--- src/sso_pkg.sv ---
`default_nettype none
package sso_pkg;

  localparam int CFG_ADDR_W = 3;
  localparam int CFG_DATA_W = 16;
  localparam int QUEUE_DEPTH = 2;

  localparam logic [CFG_ADDR_W-1:0] CFG_OVERLOAD_TOP    = 3'd0;
  localparam logic [CFG_ADDR_W-1:0] CFG_OVERLOAD_BOTTOM = 3'd1;
  localparam logic [CFG_ADDR_W-1:0] CFG_HIGH_TOP        = 3'd2;
  localparam logic [CFG_ADDR_W-1:0] CFG_HIGH_BOTTOM     = 3'd3;
  localparam logic [CFG_ADDR_W-1:0] CFG_COMBINE         = 3'd4;

  localparam logic signed [15:0] MIN_RESET = 16'sh7FFF;
  localparam logic signed [15:0] MAX_RESET = 16'sh8000;
  localparam logic [31:0] CNT_MAX = 32'hFFFF_FFFF;

  typedef enum logic [2:0] {
    ZONE_NORMAL = 3'd0,
    ZONE_PHIGH  = 3'd1,
    ZONE_POVER  = 3'd2,
    ZONE_NHIGH  = 3'd3,
    ZONE_NOVER  = 3'd4
  } zone_t;

  typedef struct packed {
    logic signed [15:0] overload_top;
    logic signed [15:0] overload_bottom;
    logic signed [15:0] high_top;
    logic signed [15:0] high_bottom;
    logic               combine;
  } cfg_t;

  typedef struct packed {
    logic               start_req;
    logic [2:0]         channel;
    logic signed [15:0] sample;
    logic [31:0]        square;
    zone_t              zone;
    logic               combine;
  } entry_t;

  typedef struct packed {
    logic [2:0]         out_channel;
    logic [31:0]        count;
    logic signed [15:0] minimum;
    logic signed [15:0] maximum;
    logic [31:0]        overloads;
    logic [31:0]        runs;
    logic [31:0]        anomalies;
    logic signed [47:0] sum;
    logic [61:0]        sum_squares;
    zone_t              zone;
    logic               saturated;
  } result_t;

  function automatic logic [31:0] sat_inc(input logic [31:0] v);
    return (v == CNT_MAX) ? v : v + 32'd1;
  endfunction

endpackage
`default_nettype wire

--- src/sso_in_if.sv ---
`default_nettype none
interface sso_in_if;
  logic               valid;
  logic               ready;
  logic               start_req;
  logic [2:0]         channel;
  logic signed [15:0] sample;

  modport source (output valid, start_req, channel, sample, input ready);
  modport sink (input valid, start_req, channel, sample, output ready);
endinterface
`default_nettype wire

--- src/sso_out_if.sv ---
`default_nettype none
interface sso_out_if;
  logic               valid;
  logic               ready;
  logic [2:0]         out_channel;
  logic [31:0]        count;
  logic signed [15:0] minimum;
  logic signed [15:0] maximum;
  logic [31:0]        overloads;
  logic [31:0]        runs;
  logic [31:0]        anomalies;
  logic signed [47:0] sum;
  logic [61:0]        sum_squares;
  logic [2:0]         zone;
  logic               saturated;

  modport source (output valid, out_channel, count, minimum, maximum, overloads, runs,
                  anomalies, sum, sum_squares, zone, saturated, input ready);
  modport sink (input valid, out_channel, count, minimum, maximum, overloads, runs,
                anomalies, sum, sum_squares, zone, saturated, output ready);
endinterface
`default_nettype wire

--- src/sso_front.sv ---
`default_nettype none
module sso_front
  import sso_pkg::*;
#(
  parameter int MAX_CHANNELS = 8
) (
  input  cfg_t         cfg,
  sso_in_if.sink       in_if,
  output entry_t       ent,
  output logic         push,
  input  logic         q_ready
);

  localparam logic [8:0] NCH = 9'(MAX_CHANNELS);

  logic [8:0]         ch_v;
  logic signed [15:0] up;
  logic signed [15:0] lw;
  logic signed [31:0] sq_full;
  zone_t              zone;

  always_comb begin
    ch_v = {6'd0, in_if.channel};
    for (int i = 0; i < 7; i++) begin
      if (ch_v >= NCH) begin
        ch_v = ch_v - NCH;
      end
    end
  end

  always_comb begin
    up = cfg.combine ? cfg.overload_top : cfg.high_top;
    lw = cfg.combine ? cfg.overload_bottom : cfg.high_bottom;
    if (in_if.sample >= up) begin
      zone = (in_if.sample >= cfg.overload_top) ? ZONE_POVER : ZONE_PHIGH;
    end else if (in_if.sample <= lw) begin
      zone = (in_if.sample <= cfg.overload_bottom) ? ZONE_NOVER : ZONE_NHIGH;
    end else begin
      zone = ZONE_NORMAL;
    end
  end

  assign sq_full = in_if.sample * in_if.sample;

  assign ent.start_req = in_if.start_req;
  assign ent.channel   = ch_v[2:0];
  assign ent.sample    = in_if.sample;
  assign ent.square    = $unsigned(sq_full);
  assign ent.zone      = zone;
  assign ent.combine   = cfg.combine;

  assign push        = in_if.valid;
  assign in_if.ready = q_ready;

endmodule
`default_nettype wire

--- src/sso_queue.sv ---
`default_nettype none
module sso_queue
  import sso_pkg::*;
(
  input  logic   clk,
  input  logic   rst_n,
  input  logic   push,
  input  entry_t push_data,
  output logic   push_ready,
  input  logic   pop,
  output entry_t pop_data,
  output logic   pop_valid
);

  localparam int PTR_W = $clog2(QUEUE_DEPTH);
  localparam int CNT_W = $clog2(QUEUE_DEPTH + 1);

  entry_t             mem_r [QUEUE_DEPTH];
  logic [PTR_W-1:0]   wr_ptr_r, wr_ptr_nxt;
  logic [PTR_W-1:0]   rd_ptr_r, rd_ptr_nxt;
  logic [CNT_W-1:0]   cnt_r, cnt_nxt;
  logic               do_push, do_pop;

  assign push_ready = (cnt_r != CNT_W'(QUEUE_DEPTH));
  assign pop_valid  = (cnt_r != '0);
  assign do_push    = push && push_ready;
  assign do_pop     = pop && pop_valid;
  assign pop_data   = mem_r[rd_ptr_r];

  always_comb begin
    wr_ptr_nxt = wr_ptr_r;
    rd_ptr_nxt = rd_ptr_r;
    cnt_nxt    = cnt_r;
    if (do_push) begin
      wr_ptr_nxt = (wr_ptr_r == PTR_W'(QUEUE_DEPTH - 1)) ? '0 : wr_ptr_r + PTR_W'(1);
    end
    if (do_pop) begin
      rd_ptr_nxt = (rd_ptr_r == PTR_W'(QUEUE_DEPTH - 1)) ? '0 : rd_ptr_r + PTR_W'(1);
    end
    if (do_push && !do_pop) begin
      cnt_nxt = cnt_r + CNT_W'(1);
    end else if (do_pop && !do_push) begin
      cnt_nxt = cnt_r - CNT_W'(1);
    end
  end

  always_ff @(posedge clk) begin
    if (!rst_n) begin
      wr_ptr_r <= '0;
      rd_ptr_r <= '0;
      cnt_r    <= '0;
    end else begin
      wr_ptr_r <= wr_ptr_nxt;
      rd_ptr_r <= rd_ptr_nxt;
      cnt_r    <= cnt_nxt;
    end
  end

  always_ff @(posedge clk) begin
    if (do_push) begin
      mem_r[wr_ptr_r] <= push_data;
    end
  end

endmodule
`default_nettype wire

--- src/sso_back.sv ---
`default_nettype none
module sso_back
  import sso_pkg::*;
#(
  parameter int MAX_CHANNELS = 8
) (
  input  logic   clk,
  input  logic   rst_n,
  input  entry_t ent,
  input  logic   ent_valid,
  output logic   ent_pop,
  sso_out_if.source out_if
);

  localparam int IDX_W = (MAX_CHANNELS > 1) ? $clog2(MAX_CHANNELS) : 1;

  logic [31:0]        count_r    [MAX_CHANNELS];
  logic signed [15:0] min_r      [MAX_CHANNELS];
  logic signed [15:0] max_r      [MAX_CHANNELS];
  logic [31:0]        overload_r [MAX_CHANNELS];
  logic [31:0]        run_r      [MAX_CHANNELS];
  logic [31:0]        anomaly_r  [MAX_CHANNELS];
  logic signed [47:0] sum_r      [MAX_CHANNELS];
  logic [61:0]        square_r   [MAX_CHANNELS];
  zone_t              zone_r     [MAX_CHANNELS];
  logic [MAX_CHANNELS-1:0] valid_r, valid_nxt;

  result_t            res_r, res_nxt;
  logic               out_valid_r, out_valid_nxt;
  logic [IDX_W-1:0]   idx;
  logic               take;
  logic               live;
  result_t            cur;
  logic               sat;
  logic               ovl;
  logic               anom;

  assign idx     = IDX_W'(ent.channel);
  assign take    = ent_valid && (!out_valid_r || out_if.ready);
  assign ent_pop = take;
  assign live    = valid_r[idx] && !ent.start_req;

  always_comb begin
    cur.out_channel = ent.channel;
    cur.saturated   = 1'b0;
    if (live) begin
      cur.count       = count_r[idx];
      cur.minimum     = min_r[idx];
      cur.maximum     = max_r[idx];
      cur.overloads   = overload_r[idx];
      cur.runs        = run_r[idx];
      cur.anomalies   = anomaly_r[idx];
      cur.sum         = sum_r[idx];
      cur.sum_squares = square_r[idx];
      cur.zone        = zone_r[idx];
    end else begin
      cur.count       = '0;
      cur.minimum     = MIN_RESET;
      cur.maximum     = MAX_RESET;
      cur.overloads   = '0;
      cur.runs        = '0;
      cur.anomalies   = '0;
      cur.sum         = '0;
      cur.sum_squares = '0;
      cur.zone        = ZONE_NORMAL;
    end
  end

  always_comb begin
    sat  = (cur.count == CNT_MAX);
    ovl  = (ent.zone == ZONE_POVER) || (ent.zone == ZONE_NOVER);
    anom = ((ent.zone inside {ZONE_PHIGH, ZONE_POVER}) &&
            (cur.zone inside {ZONE_NHIGH, ZONE_NOVER})) ||
           ((ent.zone == ZONE_NOVER) && (cur.zone inside {ZONE_PHIGH, ZONE_POVER})) ||
           ((ent.zone == ZONE_NHIGH) && (cur.zone == ZONE_PHIGH));
    res_nxt = cur;
    res_nxt.saturated = sat;
    if (!sat) begin
      res_nxt.count = cur.count + 32'd1;
      if (ent.sample < cur.minimum) begin
        res_nxt.minimum = ent.sample;
      end
      if (ent.sample > cur.maximum) begin
        res_nxt.maximum = ent.sample;
      end
      if (ovl) begin
        res_nxt.overloads = sat_inc(cur.overloads);
      end
      if (ovl && (cur.zone != ent.zone)) begin
        res_nxt.runs = sat_inc(cur.runs);
      end
      if (anom) begin
        res_nxt.anomalies = sat_inc(cur.anomalies);
      end
      res_nxt.zone        = ent.zone;
      res_nxt.sum         = cur.sum + 48'(ent.sample);
      res_nxt.sum_squares = cur.sum_squares + {30'd0, ent.square};
    end
    if (ent.combine) begin
      res_nxt.runs      = '0;
      res_nxt.anomalies = '0;
    end
  end

  always_comb begin
    valid_nxt     = valid_r;
    out_valid_nxt = out_valid_r;
    if (take) begin
      valid_nxt[idx] = 1'b1;
      out_valid_nxt  = 1'b1;
    end else if (out_if.ready) begin
      out_valid_nxt = 1'b0;
    end
  end

  always_ff @(posedge clk) begin
    if (!rst_n) begin
      valid_r     <= '0;
      out_valid_r <= 1'b0;
    end else begin
      valid_r     <= valid_nxt;
      out_valid_r <= out_valid_nxt;
    end
  end

  always_ff @(posedge clk) begin
    if (take) begin
      res_r           <= res_nxt;
      count_r[idx]    <= res_nxt.count;
      min_r[idx]      <= res_nxt.minimum;
      max_r[idx]      <= res_nxt.maximum;
      overload_r[idx] <= res_nxt.overloads;
      run_r[idx]      <= res_nxt.runs;
      anomaly_r[idx]  <= res_nxt.anomalies;
      sum_r[idx]      <= res_nxt.sum;
      square_r[idx]   <= res_nxt.sum_squares;
      zone_r[idx]     <= res_nxt.zone;
    end
  end

  assign out_if.valid       = out_valid_r;
  assign out_if.out_channel = res_r.out_channel;
  assign out_if.count       = res_r.count;
  assign out_if.minimum     = res_r.minimum;
  assign out_if.maximum     = res_r.maximum;
  assign out_if.overloads   = res_r.overloads;
  assign out_if.runs        = res_r.runs;
  assign out_if.anomalies   = res_r.anomalies;
  assign out_if.sum         = res_r.sum;
  assign out_if.sum_squares = res_r.sum_squares;
  assign out_if.zone        = res_r.zone;
  assign out_if.saturated   = res_r.saturated;

endmodule
`default_nettype wire

--- src/sample_statistics_overload_unit.sv ---
`default_nettype none
// An accepted word is stored in the queue, then registered by the update stage at the output.
// One word per cycle unless the output stalls; per-channel statistics update as entries are taken.
// A two-entry queue between classifier and update stage absorbs output stalls.
// Reset (synchronous, active low) marks every channel as cleared and loads the
// threshold registers with their defaults; no clearing pass is needed.
module sample_statistics_overload_unit
  import sso_pkg::*;
#(
  parameter int MAX_CHANNELS = 8
) (
  input  wire logic                  clk,
  input  wire logic                  rst_n,
  input  wire logic                  cfg_we,
  input  wire logic [CFG_ADDR_W-1:0] cfg_index,
  input  wire logic [CFG_DATA_W-1:0] cfg_data,
  sso_in_if.sink                     in_if,
  sso_out_if.source                  out_if
);

  cfg_t   cfg_r, cfg_nxt;
  entry_t f_ent;
  logic   f_push;
  logic   q_ready;
  entry_t q_ent;
  logic   q_valid;
  logic   q_pop;

  always_comb begin
    cfg_nxt = cfg_r;
    if (cfg_we) begin
      case (cfg_index)
        CFG_OVERLOAD_TOP:    cfg_nxt.overload_top    = $signed(cfg_data);
        CFG_OVERLOAD_BOTTOM: cfg_nxt.overload_bottom = $signed(cfg_data);
        CFG_HIGH_TOP:        cfg_nxt.high_top        = $signed(cfg_data);
        CFG_HIGH_BOTTOM:     cfg_nxt.high_bottom     = $signed(cfg_data);
        CFG_COMBINE:         cfg_nxt.combine         = cfg_data[0];
        default:             cfg_nxt = cfg_r;
      endcase
    end
  end

  always_ff @(posedge clk) begin
    if (!rst_n) begin
      cfg_r.overload_top    <= 16'sh7FFF;
      cfg_r.overload_bottom <= 16'sh8000;
      cfg_r.high_top        <= 16'sh4000;
      cfg_r.high_bottom     <= -16'sh4000;
      cfg_r.combine         <= 1'b0;
    end else begin
      cfg_r <= cfg_nxt;
    end
  end

  sso_front #(
    .MAX_CHANNELS(MAX_CHANNELS)
  ) u_front (
    .cfg     (cfg_r),
    .in_if   (in_if),
    .ent     (f_ent),
    .push    (f_push),
    .q_ready (q_ready)
  );

  sso_queue u_queue (
    .clk        (clk),
    .rst_n      (rst_n),
    .push       (f_push),
    .push_data  (f_ent),
    .push_ready (q_ready),
    .pop        (q_pop),
    .pop_data   (q_ent),
    .pop_valid  (q_valid)
  );

  sso_back #(
    .MAX_CHANNELS(MAX_CHANNELS)
  ) u_back (
    .clk       (clk),
    .rst_n     (rst_n),
    .ent       (q_ent),
    .ent_valid (q_valid),
    .ent_pop   (q_pop),
    .out_if    (out_if)
  );

endmodule
`default_nettype wire
--- src/flat_wrapper.sv ---
// flat-port wrapper written by rule: the top's interface ports become plain ports
module sample_statistics_overload_unit_flat import sso_pkg::*;
#(
  parameter int MAX_CHANNELS = 8
)
  (clk, rst_n, cfg_we, cfg_index, cfg_data, in_if_valid, in_if_start_req, in_if_channel, in_if_sample, in_if_ready, out_if_valid, out_if_out_channel, out_if_count, out_if_minimum, out_if_maximum, out_if_overloads, out_if_runs, out_if_anomalies, out_if_sum, out_if_sum_squares, out_if_zone, out_if_saturated, out_if_ready);
  sso_in_if in_if_i ();
  sso_out_if out_if_i ();
  input  wire logic clk;
  input  wire logic rst_n;
  input  wire logic cfg_we;
  input  wire logic [CFG_ADDR_W-1:0] cfg_index;
  input  wire logic [CFG_DATA_W-1:0] cfg_data;
  input wire logic [$bits(in_if_i.valid)-1:0] in_if_valid;
  input wire logic [$bits(in_if_i.start_req)-1:0] in_if_start_req;
  input wire logic [$bits(in_if_i.channel)-1:0] in_if_channel;
  input wire logic [$bits(in_if_i.sample)-1:0] in_if_sample;
  output wire logic [$bits(in_if_i.ready)-1:0] in_if_ready;
  output wire logic [$bits(out_if_i.valid)-1:0] out_if_valid;
  output wire logic [$bits(out_if_i.out_channel)-1:0] out_if_out_channel;
  output wire logic [$bits(out_if_i.count)-1:0] out_if_count;
  output wire logic [$bits(out_if_i.minimum)-1:0] out_if_minimum;
  output wire logic [$bits(out_if_i.maximum)-1:0] out_if_maximum;
  output wire logic [$bits(out_if_i.overloads)-1:0] out_if_overloads;
  output wire logic [$bits(out_if_i.runs)-1:0] out_if_runs;
  output wire logic [$bits(out_if_i.anomalies)-1:0] out_if_anomalies;
  output wire logic [$bits(out_if_i.sum)-1:0] out_if_sum;
  output wire logic [$bits(out_if_i.sum_squares)-1:0] out_if_sum_squares;
  output wire logic [$bits(out_if_i.zone)-1:0] out_if_zone;
  output wire logic [$bits(out_if_i.saturated)-1:0] out_if_saturated;
  input wire logic [$bits(out_if_i.ready)-1:0] out_if_ready;
  assign in_if_i.valid = in_if_valid;
  assign in_if_i.start_req = in_if_start_req;
  assign in_if_i.channel = in_if_channel;
  assign in_if_i.sample = in_if_sample;
  assign in_if_ready = in_if_i.ready;
  assign out_if_valid = out_if_i.valid;
  assign out_if_out_channel = out_if_i.out_channel;
  assign out_if_count = out_if_i.count;
  assign out_if_minimum = out_if_i.minimum;
  assign out_if_maximum = out_if_i.maximum;
  assign out_if_overloads = out_if_i.overloads;
  assign out_if_runs = out_if_i.runs;
  assign out_if_anomalies = out_if_i.anomalies;
  assign out_if_sum = out_if_i.sum;
  assign out_if_sum_squares = out_if_i.sum_squares;
  assign out_if_zone = out_if_i.zone;
  assign out_if_saturated = out_if_i.saturated;
  assign out_if_i.ready = out_if_ready;
  sample_statistics_overload_unit #(.MAX_CHANNELS(MAX_CHANNELS)) u_core (.clk(clk), .rst_n(rst_n), .cfg_we(cfg_we), .cfg_index(cfg_index), .cfg_data(cfg_data), .in_if(in_if_i), .out_if(out_if_i));
endmodule
--- config.mk ---
export PLATFORM = sky130hd
export DESIGN_NAME = sample_statistics_overload_unit_flat
export DESIGN_NICKNAME = d
export VERILOG_FILES = /design/src/sso_pkg.sv /design/src/sso_in_if.sv /design/src/sso_out_if.sv /design/src/sso_front.sv /design/src/sso_queue.sv /design/src/sso_back.sv /design/src/sample_statistics_overload_unit.sv /design/src/flat_wrapper.sv
export SDC_FILE = /design/constraint.sdc
export NUM_CORES = 2
export LEC_CHECK = 0
export BUFFER_PORTS_ARGS = -buffer_cell sky130_fd_sc_hd__buf_2
export CORE_ASPECT_RATIO = 1.1
export CORE_MARGIN = 4
export CORE_UTILIZATION = 42
export DETAILED_ROUTE_END_ITERATION = 7
export GPL_ROUTABILITY_DRIVEN = 0
export SYNTH_ARGS = -nofsm -noshare
export SYNTH_HDL_FRONTEND = slang
export SYNTH_HIERARCHICAL = 1
export SYNTH_SLANG_ARGS = --single-unit
--- constraint.sdc ---
create_clock -name clk -period 19.6 [get_ports clk]
set_input_delay 3.92 -clock clk [delete_from_list [all_inputs] [get_ports clk]]
set_output_delay 3.92 -clock clk [all_outputs]
set_load 0.02 [all_outputs]
==> summary.md <==
| Metric | Value |
|---|---|
| CP required | 20190 ps |
| Syn_nets | about 8300 |
| Critical setup path kind | input port to register |
| Post-route setup TNS | 0 ps |
| Placed inst area | roughly 120000 µm² |
| Chip width | between 500 and 600 µm |
| Share of cells above drive strength 1 | 0.1662 |
| Residual DRC count | 0 |
| Area Growth Syn to Fin | 12.32% |
| R2R Setup Slk | 9660 ps |
| Post-synth top cells | 2573 x edfxtp_1, 426 x o22ai_1, 413 x inv_1 |
| CTS Buf Count | a little under 300 |
| Post-synth EDFFs | roughly 2600 |
| Drt initial violations | 8306 |
| Fin crit share | 0.5072 |
| Hold Crit Depth | 2 |
| Die H | ~570 µm |
| Fin. max-slew vios | 0 |
| Startpoint Class | input port |
| Largest net degree at the start of global routing | about 130 |
| WL per Instance | between 20 and 30 µm |
| Post-synth top area cell | edfxtp_1 |
| CTS Sinks | 2652 |
| Post-CTS setup buffer count | 0 |
| Clock skew | about 64 ps |
| Most frequent cell after synthesis | edfxtp_1 |
| DRT Pass-1 Iters | 6 |
| FFs w/ async S/R, synth | 0 |
| GRT Overall Usage | 0.2369 |
| Max-cap viol count | 0 |
| Critical Path AT | about 11000 ps |
| Via count of the first global-routing pass | between 70000 and 80000 |
| CTS Hold Bufs | 0 |
| Reg2reg path depth | 22 |
| Vias | between 70000 and 80000 |
| Slew HR | 0.06296 |
| Nets | roughly 8700 |
| CTS clk-pin slew, worst paths | 60 ps |
| Synth top area share | 0.6502 |
| Distinct cells, synth | roughly 110 |
| IO buf count | approximately 320 |
| First-pass GRT wire length | 509100 µm |
| Finished Cell Area | about 130000 µm² |
| Ports | 323 |
| Maximum vdd ir drop | around 0.21 mV |
| Core area | around 280000 µm² |
| Resized cells post-CTS | 0 |
| Initial antenna violation count | 25 |
| CP Max Fanout | 24 |
| Status | completed |
| Vias per cell | ~6 |
| Post-DP HPWL | about 210000 µm |
| Synthesized area | about 120000 µm² |
| Minimum clock period after layout | between 9000 and 10000 ps |
| # setup viols final | 0 |
| Warnings from Yosys | 6 |
| Synth top area cells | edfxtp_1 65%, fa_1 4.0%, ha_1 2.9%, mux2_2 2.6%, o22ai_1 2.2% |
| Remaining Overflow, GRT | 0 |
| Hold EP | u_core/cfg_r[7] |
| Hold Startpoint | u_core/cfg_r[7] |
| Die ar. | roughly 300000 µm² |
| Clock root buffer master | clkbuf_16 |
| Cell Rows | just over 200 |
| Clock tree from TritonCTS | yes |
| Main flop type after synthesis | edfxtp_1 |
| Maximum clock path buffer count | 4 |
| Worst Hold Class | register to register |
| Fin. Hold Viols | 0 |
| RSZ-0062 raised after global routing | no |
| Worst-Margin Slew | 1395 ps |
| Seq/Total Area, Yosys | 0.6635 |
| Seq cells post-synth | 2652 |
| Cell count after synthesis | 7784 |
| PD cells | about 170 nW/µm² |
| Worst-Skew Late Latency | 870 ps |
| Initial core utilization | 0.4225 |
| Total wire length | between 300000 and 400000 µm |
| CP startpoint | in_if_sample[15] |
| Capturing point of the worst reg2reg path | u_core/u_back/out_if.sum[42] |
| Nature of the critical path endpoint | register |
| Lkg Pwr | ~0.047 µW |
| H-Tree Depth | 5 |
| Antenna-violating nets left | 0 |
| FMAX | 100.6 MHz |
| Fillers | between 20000 and 25000 |
| Post-Syn Area per Cell | ~15 µm² |
## stage by stage
stage | total power, µW | worst slack, ps | util | std cells | hold slack, ps
2_1_floorplan | 14310 | 3041 | - | 7784 | 436.0
3_3_place_gp | 16880 | 8823 | 0.4418 | 11540 | 444.7
3_5_place_dp | 17010 | 8805 | 0.4418 | 11540 | 452.1
4_1_cts | 22400 | 9728 | 0.4745 | 12050 | 459.4
5_1_grt | 23400 | 9371 | 0.4745 | 12050 | 481.4
6_report | 22290 | 9659 | 0.4746 | 12060 | 457.3
## cells in the final DEF (no fill, tap or decap), drive strengths merged, types with 68 or more instances in the layout
master	n
a21o	84
a21oi	184
buf	483
clkbuf	349
clkinv	114
dfxtp	79
edfxtp	2573
fa	235
ha	272
inv	427
mux2	279
mux2i	262
mux4	111
nand2	375
nand3	76
nand4	68
nor2	401
nor2b	81
nor3	70
nor4	69
o21ai	124
o221ai	144
o22ai	426
xnor2	174
xor2	81
## critical path, stage by stage
cell	delay, ps
buf_2	420
inv_1	400
nor2_1	320
fa_1	600
fa_1	840
inv_1	180
fa_1	510
fa_1	570
fa_1	430
fa_1	490
inv_1	40
ha_1	380
nand4_1	210
or4_1	520
nand2_1	140
o32ai_2	140
mux2i_1	130
a221o_1	280
## layer usage
layer,GRT usage,share of wire
met5,0,0
met4,0.07807,0.036
met3,0.03746,0.080
met2,0.3907,0.48
met1,0.3212,0.40
## report_power, final
part | leakage, µW | total (µW) | internal, µW | switching (µW)
clock | 0.00450 | 5360 | 3140 | 2220
sequential | 0.0246 | 8400 | 8020 | 379
combinational | 0.0179 | 8530 | 2810 | 5710
total | 0.0470 | 22300 | 14000 | 8310
## sequential cells by signal (all words and copies together) (netlist names), 48 cells and up, named ones only
| signal | cells |
|---|---|
| u_core/u_back/out_if.sum | 48 |
| u_core/u_back/overload_r | 256 |
| u_core/u_queue/mem_r | 112 |
| u_core/u_back/out_if.sum_squares | 62 |
| u_core/u_back/min_r | 128 |
| u_core/u_back/sum_r | 384 |
| u_core/u_back/anomaly_r | 256 |
| u_core/cfg_r | 65 |
| u_core/u_back/run_r | 256 |
| u_core/u_back/square_r | 496 |
| u_core/u_back/max_r | 128 |
| u_core/u_back/count_r | 256 |
## worst max path at each step
stage                                          endpoint  slack, ps  cells past startpoint
after floorplan           u_core/u_back/anomaly_r[0][0]       3040                      4
after global placement      u_core/u_queue/mem_r[0][35]       8820                     20
after detailed placement    u_core/u_queue/mem_r[0][35]       8800                     18
after CTS                   u_core/u_queue/mem_r[1][35]       9730                     18
after global routing         u_core/u_back/sum_r[5][42]       9370                     22
final                       u_core/u_queue/mem_r[1][35]       9660                     18
## cell families (layout without fill, tap and decap cells)
family,count (synthesis),after routing,share of synthesized area
flip-flops,2652,2652,0.6635
other,1,8,0.00003156
buffers and inverters,848,1408,0.03419
AO/OA/AOI/OAI,1372,1372,0.08037
XOR/XNOR,255,255,0.01879
adder cells (fa/ha/maj),507,507,0.06823
multiplexers,652,652,0.06964
AND/OR/NAND/NOR,1497,1497,0.06529
## cell type report
class,instances,area [µm²],share of cell area
Clock buffer,349,7704,0.05771
Antenna cell,7,17.52,0.0001312
Tap cell,3708,4639,0.03476
Sequential cell,2652,78850,0.5907
Multi-Input combinational cell,4284,36170,0.2709
Clock inverter,159,1504,0.01127
Inverter,417,1583,0.01186
Timing Repair Buffer,483,3023,0.02265
Note: power is estimated with default switching activity, not from simulation.
